### src/sv/assert_macros.svh
// Assertion macros shared by the fade envelope RTL
`ifndef ASSERT_MACROS_SVH
`define ASSERT_MACROS_SVH

// same-cycle implication
`define ASSERT_IMP(lbl, clk, rstn, ante, cons, msg) \
    lbl: assert property (@(posedge clk) disable iff (!(rstn)) (ante) |-> (cons)) \
        else $error(msg);

// next-cycle implication
`define ASSERT_NXT(lbl, clk, rstn, ante, cons, msg) \
    lbl: assert property (@(posedge clk) disable iff (!(rstn)) (ante) |=> (cons)) \
        else $error(msg);

`endif

### src/sv/afe_pkg.sv
// Types, constants and microprogram of the fade envelope
`default_nettype none

package afe_pkg;

    localparam int CFG_DATA_W  = 32;
    localparam int CFG_INDEX_W = 3;
    localparam int GAIN_CFG_W  = 16;
    localparam int GAIN_W      = 32;
    localparam int X_W         = 17;
    localparam int PROD_FRAC   = 30;
    localparam int CUBE_SHIFT  = 32;
    localparam int DIV_STEPS   = 16;
    localparam int CNT_W       = 4;
    localparam int STEP_W      = 4;

    localparam logic [X_W-1:0] X_ONE = 17'h10000;

    localparam logic [CFG_INDEX_W-1:0] REG_GAIN_START  = 3'd0;
    localparam logic [CFG_INDEX_W-1:0] REG_GAIN_END    = 3'd1;
    localparam logic [CFG_INDEX_W-1:0] REG_FADE_LENGTH = 3'd2;
    localparam logic [CFG_INDEX_W-1:0] REG_EASE_MODE   = 3'd3;
    localparam logic [CFG_INDEX_W-1:0] REG_BYPASS      = 3'd4;

    typedef enum logic [1:0] {
        EASE_LINEAR    = 2'd0,
        EASE_CUBIC_IN  = 2'd1,
        EASE_CUBIC_OUT = 2'd2,
        EASE_IN_OUT    = 2'd3
    } ease_t;

    typedef enum logic [3:0] {
        OP_NOP,
        OP_LOAD,
        OP_DIV,
        OP_SEL_T,
        OP_SQUARE,
        OP_CUBE,
        OP_EASE,
        OP_GAIN_LO,
        OP_GAIN_HI,
        OP_GAIN_SUM,
        OP_APPLY,
        OP_RESULT
    } op_t;

    typedef enum logic [2:0] {
        C_NEXT,
        C_JUMP,
        C_WAIT_IN,
        C_WAIT_OUT,
        C_BYPASS,
        C_DONE,
        C_DIV_MORE,
        C_LINEAR
    } cond_t;

    localparam logic [STEP_W-1:0] STEP_IDLE     = 4'd0;
    localparam logic [STEP_W-1:0] STEP_BYP_CHK  = 4'd1;
    localparam logic [STEP_W-1:0] STEP_DONE_CHK = 4'd2;
    localparam logic [STEP_W-1:0] STEP_DIV      = 4'd3;
    localparam logic [STEP_W-1:0] STEP_SHAPE    = 4'd4;
    localparam logic [STEP_W-1:0] STEP_SQUARE   = 4'd5;
    localparam logic [STEP_W-1:0] STEP_CUBE     = 4'd6;
    localparam logic [STEP_W-1:0] STEP_EASE     = 4'd7;
    localparam logic [STEP_W-1:0] STEP_GAIN_LO  = 4'd8;
    localparam logic [STEP_W-1:0] STEP_GAIN_HI  = 4'd9;
    localparam logic [STEP_W-1:0] STEP_GAIN_SUM = 4'd10;
    localparam logic [STEP_W-1:0] STEP_APPLY    = 4'd11;
    localparam logic [STEP_W-1:0] STEP_FINISH   = 4'd12;

    typedef struct packed {
        op_t               op;
        cond_t             cond;
        logic [STEP_W-1:0] target;
    } ucode_t;

    typedef struct packed {
        op_t  op;
        logic fire;
    } ctrl_t;

    typedef struct packed {
        logic bypass;
        logic done;
        logic div_more;
        logic linear;
        logic out_busy;
    } status_t;

    function automatic ucode_t ucode_rom(input logic [STEP_W-1:0] step);
        ucode_t w;
        unique case (step)
            STEP_IDLE:     w = '{op: OP_LOAD,     cond: C_WAIT_IN,  target: STEP_IDLE};
            STEP_BYP_CHK:  w = '{op: OP_NOP,      cond: C_BYPASS,   target: STEP_FINISH};
            STEP_DONE_CHK: w = '{op: OP_NOP,      cond: C_DONE,     target: STEP_SHAPE};
            STEP_DIV:      w = '{op: OP_DIV,      cond: C_DIV_MORE, target: STEP_DIV};
            STEP_SHAPE:    w = '{op: OP_SEL_T,    cond: C_LINEAR,   target: STEP_GAIN_LO};
            STEP_SQUARE:   w = '{op: OP_SQUARE,   cond: C_NEXT,     target: STEP_IDLE};
            STEP_CUBE:     w = '{op: OP_CUBE,     cond: C_NEXT,     target: STEP_IDLE};
            STEP_EASE:     w = '{op: OP_EASE,     cond: C_NEXT,     target: STEP_IDLE};
            STEP_GAIN_LO:  w = '{op: OP_GAIN_LO,  cond: C_NEXT,     target: STEP_IDLE};
            STEP_GAIN_HI:  w = '{op: OP_GAIN_HI,  cond: C_NEXT,     target: STEP_IDLE};
            STEP_GAIN_SUM: w = '{op: OP_GAIN_SUM, cond: C_NEXT,     target: STEP_IDLE};
            STEP_APPLY:    w = '{op: OP_APPLY,    cond: C_NEXT,     target: STEP_IDLE};
            STEP_FINISH:   w = '{op: OP_RESULT,   cond: C_WAIT_OUT, target: STEP_IDLE};
            default:       w = '{op: OP_NOP,      cond: C_JUMP,     target: STEP_IDLE};
        endcase
        return w;
    endfunction

endpackage

`default_nettype wire

### src/sv/audio_fade_envelope.sv
// Fade envelope top level: configuration registers, sequencer and datapath
//
// Applies a gain that moves from gain_start to gain_end over fade_length samples,
// shaped linear, cubic-in, cubic-out or cubic-in-out, to one Q1.23 sample per item,
// saturating the result. Items are processed one at a time by a microprogrammed
// datapath: a restoring divider producing one progress bit per cycle and a single
// shared multiplier set the timing. The divider steps are skipped once the fade is
// complete, the cubic steps with the linear curve and all arithmetic steps in bypass.
// A finished result waits in an output register, so the next item is taken while it
// is still held. Configuration writes are taken every cycle and are meant for idle
// periods only.
`default_nettype none

`include "assert_macros.svh"

module audio_fade_envelope import afe_pkg::*; #(
    parameter int SAMPLE_BITS = 24,
    parameter int LENGTH_BITS = 24
) (
    input  wire logic                          aclk,
    input  wire logic                          aresetn,
    input  wire logic                          cfg_valid,
    output logic                               cfg_ready,
    input  wire logic [CFG_INDEX_W-1:0]        cfg_index,
    input  wire logic [CFG_DATA_W-1:0]         cfg_data,
    input  wire logic                          s_valid,
    output logic                               s_ready,
    input  wire logic signed [SAMPLE_BITS-1:0] s_sample_in,
    input  wire logic                          s_restart,
    output logic                               m_valid,
    input  wire logic                          m_ready,
    output logic signed [SAMPLE_BITS-1:0]      m_sample_out,
    output logic                               m_fade_complete
);

    logic [GAIN_CFG_W-1:0]  gain_start_reg, gain_start_next;
    logic [GAIN_CFG_W-1:0]  gain_end_reg, gain_end_next;
    logic [LENGTH_BITS-1:0] fade_length_reg, fade_length_next;
    ease_t                  ease_mode_reg, ease_mode_next;
    logic                   bypass_reg, bypass_next;
    ctrl_t                  ctrl;
    status_t                status;

    assign cfg_ready = 1'b1;

    always_comb begin
        gain_start_next  = gain_start_reg;
        gain_end_next    = gain_end_reg;
        fade_length_next = fade_length_reg;
        ease_mode_next   = ease_mode_reg;
        bypass_next      = bypass_reg;
        if (cfg_valid) begin
            unique case (cfg_index)
                REG_GAIN_START:  gain_start_next  = cfg_data[GAIN_CFG_W-1:0];
                REG_GAIN_END:    gain_end_next    = cfg_data[GAIN_CFG_W-1:0];
                REG_FADE_LENGTH: fade_length_next = cfg_data[LENGTH_BITS-1:0];
                REG_EASE_MODE:   ease_mode_next   = ease_t'(cfg_data[1:0]);
                REG_BYPASS:      bypass_next      = cfg_data[0];
                default:         bypass_next      = bypass_reg;
            endcase
        end
    end

    always_ff @(posedge aclk) begin
        if (!aresetn) begin
            gain_start_reg  <= '0;
            gain_end_reg    <= GAIN_CFG_W'(16384);
            fade_length_reg <= '0;
            ease_mode_reg   <= EASE_LINEAR;
            bypass_reg      <= 1'b0;
        end else begin
            gain_start_reg  <= gain_start_next;
            gain_end_reg    <= gain_end_next;
            fade_length_reg <= fade_length_next;
            ease_mode_reg   <= ease_mode_next;
            bypass_reg      <= bypass_next;
        end
    end

    afe_seq u_seq (
        .aclk     (aclk),
        .aresetn  (aresetn),
        .in_valid (s_valid),
        .in_ready (s_ready),
        .status   (status),
        .ctrl     (ctrl)
    );

    afe_dp #(
        .SAMPLE_BITS (SAMPLE_BITS),
        .LENGTH_BITS (LENGTH_BITS)
    ) u_dp (
        .aclk            (aclk),
        .aresetn         (aresetn),
        .ctrl            (ctrl),
        .status          (status),
        .s_sample_in     (s_sample_in),
        .s_restart       (s_restart),
        .gain_start      (gain_start_reg),
        .gain_end        (gain_end_reg),
        .fade_length     (fade_length_reg),
        .ease_mode       (ease_mode_reg),
        .bypass          (bypass_reg),
        .m_ready         (m_ready),
        .m_valid         (m_valid),
        .m_sample_out    (m_sample_out),
        .m_fade_complete (m_fade_complete)
    );

    `ASSERT_NXT(a_top_one_item_in_flight, aclk, aresetn,
        s_valid && s_ready,
        !s_ready, "second item accepted while one is in progress")

endmodule

`default_nettype wire

### src/sv/afe_seq.sv
// Microprogram sequencer: step counter, control store and branch logic
`default_nettype none

`include "assert_macros.svh"

module afe_seq import afe_pkg::*; (
    input  wire logic    aclk,
    input  wire logic    aresetn,
    input  wire logic    in_valid,
    output logic         in_ready,
    input  wire status_t status,
    output ctrl_t        ctrl
);

    logic [STEP_W-1:0] step_reg, step_next;
    ucode_t            uw;
    logic              fire;
    logic              take;

    assign uw = ucode_rom(step_reg);

    always_comb begin
        fire = 1'b1;
        take = 1'b0;
        unique case (uw.cond)
            C_NEXT:     take = 1'b0;
            C_JUMP:     take = 1'b1;
            C_WAIT_IN:  fire = in_valid;
            C_WAIT_OUT: begin
                fire = !status.out_busy;
                take = 1'b1;
            end
            C_BYPASS:   take = status.bypass;
            C_DONE:     take = status.done;
            C_DIV_MORE: take = status.div_more;
            C_LINEAR:   take = status.linear;
        endcase

        if (!fire) begin
            step_next = step_reg;
        end else if (take) begin
            step_next = uw.target;
        end else begin
            step_next = step_reg + 1'b1;
        end
    end

    always_ff @(posedge aclk) begin
        if (!aresetn) begin
            step_reg <= STEP_IDLE;
        end else begin
            step_reg <= step_next;
        end
    end

    assign in_ready  = (uw.cond == C_WAIT_IN);
    assign ctrl.op   = uw.op;
    assign ctrl.fire = fire;

    `ASSERT_NXT(a_seq_hold_on_busy, aclk, aresetn,
        (uw.cond == C_WAIT_OUT) && status.out_busy,
        step_reg == $past(step_reg), "sequencer left result step while output busy")

endmodule

`default_nettype wire

### src/sv/afe_dp.sv
// Datapath: divider step, shared multiplier, shaping, gain and saturation
`default_nettype none

`include "assert_macros.svh"

module afe_dp import afe_pkg::*; #(
    parameter int SAMPLE_BITS = 24,
    parameter int LENGTH_BITS = 24
) (
    input  wire logic                          aclk,
    input  wire logic                          aresetn,
    input  wire ctrl_t                         ctrl,
    output status_t                            status,
    input  wire logic signed [SAMPLE_BITS-1:0] s_sample_in,
    input  wire logic                          s_restart,
    input  wire logic [GAIN_CFG_W-1:0]         gain_start,
    input  wire logic [GAIN_CFG_W-1:0]         gain_end,
    input  wire logic [LENGTH_BITS-1:0]        fade_length,
    input  wire ease_t                         ease_mode,
    input  wire logic                          bypass,
    input  wire logic                          m_ready,
    output logic                               m_valid,
    output logic signed [SAMPLE_BITS-1:0]      m_sample_out,
    output logic                               m_fade_complete
);

    localparam int MUL_A_W = (SAMPLE_BITS > 2 * X_W - 1) ? SAMPLE_BITS : 2 * X_W - 1;
    localparam int PROD_W  = MUL_A_W + GAIN_W;
    localparam int Q_W     = PROD_W + 1 - PROD_FRAC;
    localparam logic [PROD_W:0] RND_BIAS = (PROD_W + 1)'((64'd1 << PROD_FRAC) - 64'd1);
    localparam logic [Q_W-1:0]  POS_MAX  = Q_W'({(SAMPLE_BITS - 1){1'b1}});
    localparam logic [Q_W-1:0]  NEG_MAX  = Q_W'(1) << (SAMPLE_BITS - 1);

    logic signed [SAMPLE_BITS-1:0] sample_reg, sample_next;
    logic [SAMPLE_BITS-1:0]        mag_reg, mag_next;
    logic                          neg_reg, neg_next;
    logic [LENGTH_BITS-1:0]        elapsed_reg, elapsed_next;
    logic [LENGTH_BITS-1:0]        rem_reg, rem_next;
    logic [LENGTH_BITS-1:0]        elapsed_eff;
    logic [LENGTH_BITS:0]          rem_dbl, rem_sub;
    logic                          rem_ge;
    logic [CNT_W-1:0]              cnt_reg, cnt_next;
    logic                          done_reg, done_next;
    logic [X_W-1:0]                x_reg, x_next;
    logic [X_W-1:0]                t_reg, t_next;
    logic [X_W-1:0]                e_reg, e_next;
    logic [X_W-1:0]                cube_sh;
    logic                          inv_reg, inv_next;
    logic                          sh33_reg, sh33_next;
    logic [GAIN_W-1:0]             g_reg, g_next;
    logic [PROD_W-1:0]             prod_reg, prod_next;
    logic [MUL_A_W-1:0]            mul_a;
    logic [GAIN_W-1:0]             mul_b;
    logic [PROD_W-1:0]             mul_p;
    logic [PROD_W:0]               rnd_sum;
    logic [Q_W-1:0]                q_mag;
    logic [SAMPLE_BITS-1:0]        sat_val;
    logic                          x_lt_half;
    logic                          m_valid_reg, m_valid_next;
    logic [SAMPLE_BITS-1:0]        m_sample_reg, m_sample_next;
    logic                          m_done_reg, m_done_next;

    assign elapsed_eff = s_restart ? '0 : elapsed_reg;
    assign rem_dbl     = {rem_reg, 1'b0};
    assign rem_ge      = rem_dbl >= {1'b0, fade_length};
    assign rem_sub     = rem_dbl - {1'b0, fade_length};
    assign x_lt_half   = !x_reg[X_W-1] && !x_reg[X_W-2];
    assign cube_sh     = sh33_reg ? prod_reg[CUBE_SHIFT + 1 +: X_W] : prod_reg[CUBE_SHIFT +: X_W];

    // shared multiplier operand select
    always_comb begin
        mul_a = MUL_A_W'(mag_reg);
        mul_b = g_reg;
        unique case (ctrl.op)
            OP_SQUARE: begin
                mul_a = MUL_A_W'(t_reg);
                mul_b = GAIN_W'(t_reg);
            end
            OP_CUBE: begin
                mul_a = MUL_A_W'(prod_reg[2 * X_W - 2:0]);
                mul_b = GAIN_W'(t_reg);
            end
            OP_GAIN_LO: begin
                mul_a = MUL_A_W'(gain_start);
                mul_b = GAIN_W'(X_ONE - e_reg);
            end
            OP_GAIN_HI: begin
                mul_a = MUL_A_W'(gain_end);
                mul_b = GAIN_W'(e_reg);
            end
            default: begin
                mul_a = MUL_A_W'(mag_reg);
                mul_b = g_reg;
            end
        endcase
    end

    assign mul_p = mul_a * mul_b;

    // round towards minus infinity, then saturate
    assign rnd_sum = {1'b0, prod_reg} + RND_BIAS;
    assign q_mag   = neg_reg ? rnd_sum[PROD_W:PROD_FRAC] : {1'b0, prod_reg[PROD_W-1:PROD_FRAC]};

    always_comb begin
        if (!neg_reg) begin
            sat_val = (q_mag > POS_MAX) ? POS_MAX[SAMPLE_BITS-1:0] : q_mag[SAMPLE_BITS-1:0];
        end else begin
            sat_val = (q_mag > NEG_MAX) ? NEG_MAX[SAMPLE_BITS-1:0]
                                        : (~q_mag[SAMPLE_BITS-1:0] + 1'b1);
        end
    end

    always_comb begin
        sample_next   = sample_reg;
        mag_next      = mag_reg;
        neg_next      = neg_reg;
        elapsed_next  = elapsed_reg;
        rem_next      = rem_reg;
        cnt_next      = cnt_reg;
        done_next     = done_reg;
        x_next        = x_reg;
        t_next        = t_reg;
        e_next        = e_reg;
        inv_next      = inv_reg;
        sh33_next     = sh33_reg;
        g_next        = g_reg;
        prod_next     = prod_reg;
        m_valid_next  = m_valid_reg && !m_ready;
        m_sample_next = m_sample_reg;
        m_done_next   = m_done_reg;

        if (ctrl.fire) begin
            unique case (ctrl.op)
                OP_LOAD: begin
                    sample_next  = s_sample_in;
                    neg_next     = s_sample_in[SAMPLE_BITS-1];
                    mag_next     = s_sample_in[SAMPLE_BITS-1] ? SAMPLE_BITS'(-s_sample_in)
                                                              : SAMPLE_BITS'(s_sample_in);
                    elapsed_next = elapsed_eff;
                    rem_next     = elapsed_eff;
                    done_next    = elapsed_eff >= fade_length;
                    cnt_next     = CNT_W'(DIV_STEPS - 1);
                    x_next       = X_ONE;
                end
                OP_DIV: begin
                    rem_next = rem_ge ? rem_sub[LENGTH_BITS-1:0] : rem_dbl[LENGTH_BITS-1:0];
                    x_next   = {x_reg[X_W-2:0], rem_ge};
                    cnt_next = cnt_reg - 1'b1;
                end
                OP_SEL_T: begin
                    e_next    = x_reg;
                    inv_next  = 1'b0;
                    sh33_next = 1'b0;
                    t_next    = x_reg;
                    unique case (ease_mode)
                        EASE_LINEAR:   t_next = x_reg;
                        EASE_CUBIC_IN: t_next = x_reg;
                        EASE_CUBIC_OUT: begin
                            t_next   = X_ONE - x_reg;
                            inv_next = 1'b1;
                        end
                        EASE_IN_OUT: begin
                            sh33_next = 1'b1;
                            if (x_lt_half) begin
                                t_next = {x_reg[X_W-2:0], 1'b0};
                            end else begin
                                t_next   = X_W'({X_ONE - x_reg, 1'b0});
                                inv_next = 1'b1;
                            end
                        end
                    endcase
                end
                OP_SQUARE, OP_CUBE, OP_GAIN_LO, OP_APPLY: begin
                    prod_next = mul_p;
                end
                OP_EASE: begin
                    e_next = inv_reg ? (X_ONE - cube_sh) : cube_sh;
                end
                OP_GAIN_HI: begin
                    g_next    = prod_reg[GAIN_W-1:0];
                    prod_next = mul_p;
                end
                OP_GAIN_SUM: begin
                    g_next = g_reg + prod_reg[GAIN_W-1:0];
                end
                OP_RESULT: begin
                    m_valid_next  = 1'b1;
                    m_done_next   = done_reg;
                    m_sample_next = bypass ? SAMPLE_BITS'(sample_reg) : sat_val;
                    if (!done_reg && !bypass) begin
                        elapsed_next = elapsed_reg + 1'b1;
                    end
                end
                default: begin
                    m_done_next = m_done_reg;
                end
            endcase
        end
    end

    always_ff @(posedge aclk) begin
        if (!aresetn) begin
            elapsed_reg <= '0;
            m_valid_reg <= 1'b0;
        end else begin
            elapsed_reg <= elapsed_next;
            m_valid_reg <= m_valid_next;
        end
    end

    always_ff @(posedge aclk) begin
        sample_reg   <= sample_next;
        mag_reg      <= mag_next;
        neg_reg      <= neg_next;
        rem_reg      <= rem_next;
        cnt_reg      <= cnt_next;
        done_reg     <= done_next;
        x_reg        <= x_next;
        t_reg        <= t_next;
        e_reg        <= e_next;
        inv_reg      <= inv_next;
        sh33_reg     <= sh33_next;
        g_reg        <= g_next;
        prod_reg     <= prod_next;
        m_sample_reg <= m_sample_next;
        m_done_reg   <= m_done_next;
    end

    assign status.bypass   = bypass;
    assign status.done     = done_reg;
    assign status.div_more = (cnt_reg != '0);
    assign status.linear   = (ease_mode == EASE_LINEAR);
    assign status.out_busy = m_valid_reg && !m_ready;

    assign m_valid         = m_valid_reg;
    assign m_sample_out    = m_sample_reg;
    assign m_fade_complete = m_done_reg;

    `ASSERT_IMP(a_dp_rem_below_len, aclk, aresetn,
        ctrl.fire && (ctrl.op == OP_DIV),
        rem_reg < fade_length, "divider remainder not below fade length")

    `ASSERT_NXT(a_dp_ease_in_range, aclk, aresetn,
        ctrl.fire && (ctrl.op == OP_EASE),
        e_reg <= X_ONE, "eased progress above unity")

endmodule

`default_nettype wire

### config.mk
export PLATFORM = sky130hd
export DESIGN_NAME = audio_fade_envelope
export DESIGN_NICKNAME = d
export VERILOG_FILES = /design/src/sv/afe_pkg.sv /design/src/sv/audio_fade_envelope.sv /design/src/sv/afe_seq.sv /design/src/sv/afe_dp.sv
export VERILOG_INCLUDE_DIRS = /design/src /design/src/sv
export SDC_FILE = /design/constraint.sdc
export NUM_CORES = 2
export LEC_CHECK = 0
export BUFFER_PORTS_ARGS = -buffer_cell sky130_fd_sc_hd__buf_4
export CORE_ASPECT_RATIO = 1.1
export CORE_MARGIN = 2
export CORE_UTILIZATION = 65
export CTS_CLUSTER_SIZE = 24
export DETAILED_ROUTE_END_ITERATION = 8
export PLACE_DENSITY = 0.85
export SLEW_MARGIN = 5
export SYNTH_ARGS = -nofsm -noshare
export SYNTH_HDL_FRONTEND = slang
export SYNTH_SLANG_ARGS = --single-unit
### constraint.sdc
create_clock -name aclk -period 12.25 [get_ports aclk]
set_input_delay 0.6125 -clock aclk [delete_from_list [all_inputs] [get_ports aclk]]
set_output_delay 0.6125 -clock aclk [all_outputs]
set_load 0.1 [all_outputs]
; ---- Word level (Yosys, flattened, before mapping)
; Memories as Yosys holds them, arrays and structs flattened. A register that Yosys moved wholly into a read port is not among the register bits.
; Index checks and enable logic that the tools add are counted.
[word_totals]
regBits = 341
latch_bits = 0
ramBits = 0
in_bits = 65
mem_count = 1
rom_bits = 176
[mem_list]
columns = memory, depth, width, read_ports, rd_clocked_by_memory_dff, wr, line
row1 = (name not given), 16, 11, 1, 1, 0, afe_pkg.sv:93  ; unique case (step)
[op_classes]
shifts = 0
eq_ne = 26
n_mul = 1
muxes = 31
reduce_logical = 33
div_mod_pow = 0
bitwise = 1
add_sub_neg = 11
magnitude_cmp = 4
[op_table]
columns = operator, n
row1 = two-way mux 24 bit, 7
row2 = case mux 33 bit (4 select lines), 1
row3 = case mux 24 bit (2 select lines), 2
row4 = case mux 32 bit (3 select lines), 1
row5 = case mux 17 bit (2 select lines), 2
row6 = "adder 65 x 30 -> 66 bit, second input constant", 1
row7 = multiplier 33 x 32 -> 65 bit, 1
row8 = case mux 32 bit (2 select lines), 1
row9 = two-way mux 17 bit, 3
row10 = case mux 17 bit (3 select lines), 1
row11 = "adder 24 x 1 -> 24 bit, second input constant", 2
row12 = "greater-than comparator 36 x 23 -> 1 bit, second input constant", 1
row13 = "greater-than comparator 36 x 24 -> 1 bit, second input constant", 1
row14 = two-way mux 36 bit, 1
row15 = "subtractor 17 bit, first input constant", 2
row16 = adder 32 bit, 1
row17 = greater-or-equal comparator 25 x 24 -> 1 bit, 1
row18 = greater-or-equal comparator 24 bit, 1
row19 = negation 24 bit, 1
row20 = NOT 24 bit, 1
row21 = AND reduction 2 bit, 12
row22 = subtractor 24 bit, 1
row23 = two-way mux 23 bit, 1
row24 = "subtractor 17 x 17 -> 18 bit, first input constant", 1
row25 = 26 further kinds, 60

; ---- Depth between registers and ports, before layout
[depth]
ltp_word = 7
depth_mapped = 42

; ---- Modules after synthesis
; A second synthesis with hierarchy kept.
[unflattened]
hier_cells = 5948
hier_area_um2 = 54133.2
[by_module_without_submodules]
columns = module, seq_area_each_um2, area_each_um2, n_inst, cells_each
row1 = afe_dp, 8037.7, 50903.8, 1, 5619
row2 = audio_fade_envelope, 1181.1, 2249.7, 1, 225
row3 = afe_seq, 280.3, 979.7, 1, 104

; ---- Worst setup path after synthesis
; No wires, ideal clock.
[synth_timing]
kind = register to register
from = register u_dp.e_reg[0]
to = register u_dp.prod_reg[58], data pin
path_buffers = 2
arrival_time_ns = 9.966
setup_ns = 0.258
path_stages_with_launch = 39
period_less_slack_ns = 10.224
setup_slack_ns = 2.026
cell_sequence = edfxtp_1 > inv_1 > ha_1 > or3b_1 > or3_1 > or3_1 > or3_1 > o31ai_1 > o21ai_0 > a221oi_1 > clkbuf_1 > nor2_1 > fa_1 > fa_1 > inv_1 > fa_1 > inv_1 > fa_1 > (+3 left out) > inv_1 > fa_1 > inv_1 > ha_1 > buf_2 > a21oi_1 > o21ai_1 > a21o_1 > a31o_2 > a31o_2 > a31oi_2 > o41ai_1 > a221o_1 > a21oi_1 > o211ai_1 > a31o_2 > a21oi_1 > xnor2_1
[synth_between]
elab_chain_cells = 3
[synth_lines]
columns = item, line
row1 = from (decl), afe_dp.sv:46  ; logic [X_W-1:0] e_reg, e_next;
row2 = from (signal assigned), afe_dp.sv:220  ; e_reg <= e_next;
row3 = subtractor 17 x 17 -> 18 bit, afe_dp.sv:85  ; mul_b = GAIN_W'(X_ONE - e_reg);
row4 = case mux 32 bit (3 select lines) *, afe_dp.sv:74  ; unique case (ctrl.op)
row5 = multiplier 33 x 32 -> 65 bit *, afe_dp.sv:98  ; assign mul_p = mul_a * mul_b;
row6 = net u_dp.mul_p[58], afe_dp.sv:54  ; logic [PROD_W-1:0] mul_p;
row7 = to (signal assigned), afe_dp.sv:224  ; prod_reg <= prod_next;
row8 = to (decl), afe_dp.sv:51  ; logic [PROD_W-1:0] prod_reg, prod_next;
; The timed path passes the listed nets; every way through them passes the cells marked *.
; A chain may end at the register's enable or synchronous reset.

; ---- Final worst setup path
; Ends and elaborated chain as after synthesis.

==> metrics.md <==
| Metric | Value |
|---|---|
| Worst hold path class | in2reg |
| Final RePlAce weighted congestion | 1.03 |
| Post-synthesis adder-cell area fraction | 43.2% |
| Final Skew | 48.0 ps |
| Die W | 277 microns |
| Clock Latency Late Sink | 570 ps |
| # Max-Cap Violations | 0 |
| Slowest-stage cell, CP | fa_1 |
| Placed insts | 7029 |
| Worst Tran Pin Value | 1340 ps |
| Rel. slew slack | 9.98% |
| Boundary pin count | 93 |
| Hold-fix buffers, CTS | 0 |
| CTS resizes | 0 |
| Htree depth | 2 |
| Antenna cell count | 0 |
| Mean number of vias per cell | 6.07 |
| Critical Path AT | 12140 ps |
| Slew Limit Fails | 0 |
| Final std cells w/o fill | 7094 |
| Mux cell area share after synthesis | 1.15% |
| Critical path data required time | 12540 ps |
| Fill cell count | 6088 |
| DRT Wirelength | 156 mm |
| Share of layout cells above drive strength 1 | 5.84% |
| Status | complete, but fails checks |
| Unique cell type count in the Yosys netlist | 99 |
| Achievable frequency | 84.4 MHz |
| Dominant synthesized flop cell | edfxtp_1 |
| Setup repair after global routing missed its margin | no |
| Congestion Overflow GR | 0 |
| #FFs+latches synth | 349 |
| Post-route ant nets | 0 |
| Critical path type | reg2reg |
| CP endpoint kind | flip-flop |
| Max stage delay on crit path | 630 ps |
| Area delta synth->final | 6.67% |
| Startpoint Class | flip-flop |
| Setup TNS | 0 ps |
| Worst hold slack | 265 ps |
| XOR/XNOR Fraction of Synth Area | 3.29% |
| CTS tree | yes |
| DR WL/cell | 21.9 microns |
| Num CTS Buffers | 37 |
| Iter 0 DRT Violations | 4665 |
| Initial DRT Pass Iterations | 9 |
| CP bufs+invs | 6 |
| Seq/Total Area, Yosys | 17.8% |
| Starting Density | 65.4% |
| Nets | 7354 |
| Final Cycle Share | 96.8% |
| Hold Vio Cnt, Final | 0 |
| Synth async-reset ratio | 0% |
| Final setup viols | 0 |
| Simple-Gate Fraction of Synth Area | 15.3% |
| Area leader, netlist | fa_1 |
| # Post-CTS Setup Buffers | 0 |
| Worst-path clk slew | 60 ps |
| Port Buffers | 83 |
| Violated checks | DRC |
| Vias | 43034 |
| Clock Tree Buf Depth | 3 |
| CP Max Fanout | 18 |
| Synth top area share | 34.9% |
| Synth top area cells | fa_1, edfxtp_1, ha_1 |
| Most frequent CP cell | fa_1 |
| Synth Area in Compound Gates | 9.63% |
| Std-Cell Rows | 110 |
| Clk sinks | 349 |
| Syn. warnings | 0 |
| Post-Syn Area per Cell | 9.00 sq um |
| Largest net degree at the start of global routing | 81 |
| Largest family of logic cells by synthesized area | adder cells |
| Largest register FFs | 65 |
| DRC Markers | 4 |
| Post-synth EDFFs | 251 |
| Antenna violations before repair | 1 |
| Detailed placement HPWL | 122 mm |
| GRT Util Overall | 37.9% |
| Die Area | 84300 sq um |
| Mapped cell area | 53300 sq um |
| Cells after synthesis | 5920 |
| First-pass GRT wire length | 247 mm |
| Vias in the first global route | 45141 |
| Clock root cell | clkbuf_16 |
| Delay-heaviest family, CP | adder cells |
| Min Tclk post-route | 11860 ps |
| Core region area | 81500 sq um |
| Die height | 304 microns |
==> metal layers <==
layer	part of all wire, %	global-route usage, %
met1	35	47.4
met2	45	59.5
met3	12	8.94
met4	8.2	24.2
met5	0.0058	0
==> cell families (layout without fill, tap and decap cells) <==
family	count (synthesis)	count (layout)
AOI/OAI and AO/OA	794	794
buffers and inverters	1340	1316
other	2	136
xor gates and xnor gates	200	200
adders and majority gates	1285	1285
muxes	59	59
and+or+nand+nor	1891	1891
DFF	349	349
==> synthesized netlist by cell type, types with 43 or more instances <==
cell type     n
a21o_1       78
a21oi_1     219
a22oi_1      43
and3_1       51
clkbuf_1    227
dfxtp_1      98
edfxtp_1    251
fa_1        928
ha_1        357
inv_1      1058
mux2i_1      43
nand2_1     763
nand3_1      77
nor2_1      683
nor3_1       62
o21ai_0     163
xnor2_1     135
xor2_1       65
==> cell type report <==
type	instances	area [sq um]	share of cell area, %
clock buffers	42	997	1.75
clock inverters	23	230	0.405
inverters	1060	3980	7.00
multi-input cells	4365	39400	69.3
flip-flops and latches	349	9500	16.7
well taps	1064	1330	2.34
repair buffers	191	1430	2.52
==> worst register-to-register path: cells and delay by family (launching register included) <==
family	cells	cell delay, ps
AOI/OAI and AO/OA	13	3800
buffers and inverters	6	420
adders and majority gates	10	4800
xor gates and xnor gates	1	100
and+or+nand+nor	7	2090
DFF	1	380
==> cells in the final DEF, fill, tap and decap left out, types with 41 or more instances in the layout <==
cell type	count
fa_1	928
nand2b_1	42
o21ai_0	152
conb_1	136
and3_1	51
nand2_1	763
edfxtp_1	251
nand3_1	77
ha_1	357
buf_4	191
a21o_1	77
dfxtp_1	98
a22oi_1	43
o21a_1	41
xnor2_1	135
inv_1	1058
a21oi_1	215
nor2b_1	42
nor2_1	679
mux2i_1	43
xor2_1	65
nor3_1	59
==> path summary, 6_finish.rpt <==
path | end | slack (ps) | start | cells after the start
min | u_dp.sample_reg[1] | 270 | s_sample_in[1] | 1
max | u_dp.prod_reg[58] | 390 | u_dp.e_reg[0] | 37
max reg2reg | u_dp.prod_reg[58] | 390 | u_dp.e_reg[0] | 37
min reg2reg | fade_length_reg[22] | 460 | fade_length_reg[22] | 2
==> per-stage QoR <==
stage	cell area (sq um)	worst slack [ps]	util [%]
2_1_floorplan	53800	2030	-
3_3_place_gp	55600	844	68.3
3_5_place_dp	55600	702	68.3
4_1_cts	56900	595	69.8
5_1_grt	56900	18.8	69.8
6_report	56900	395	69.8
Power is not shown: default switching activity piles up to over one toggle a cycle in this logic, so the estimate is an artifact.
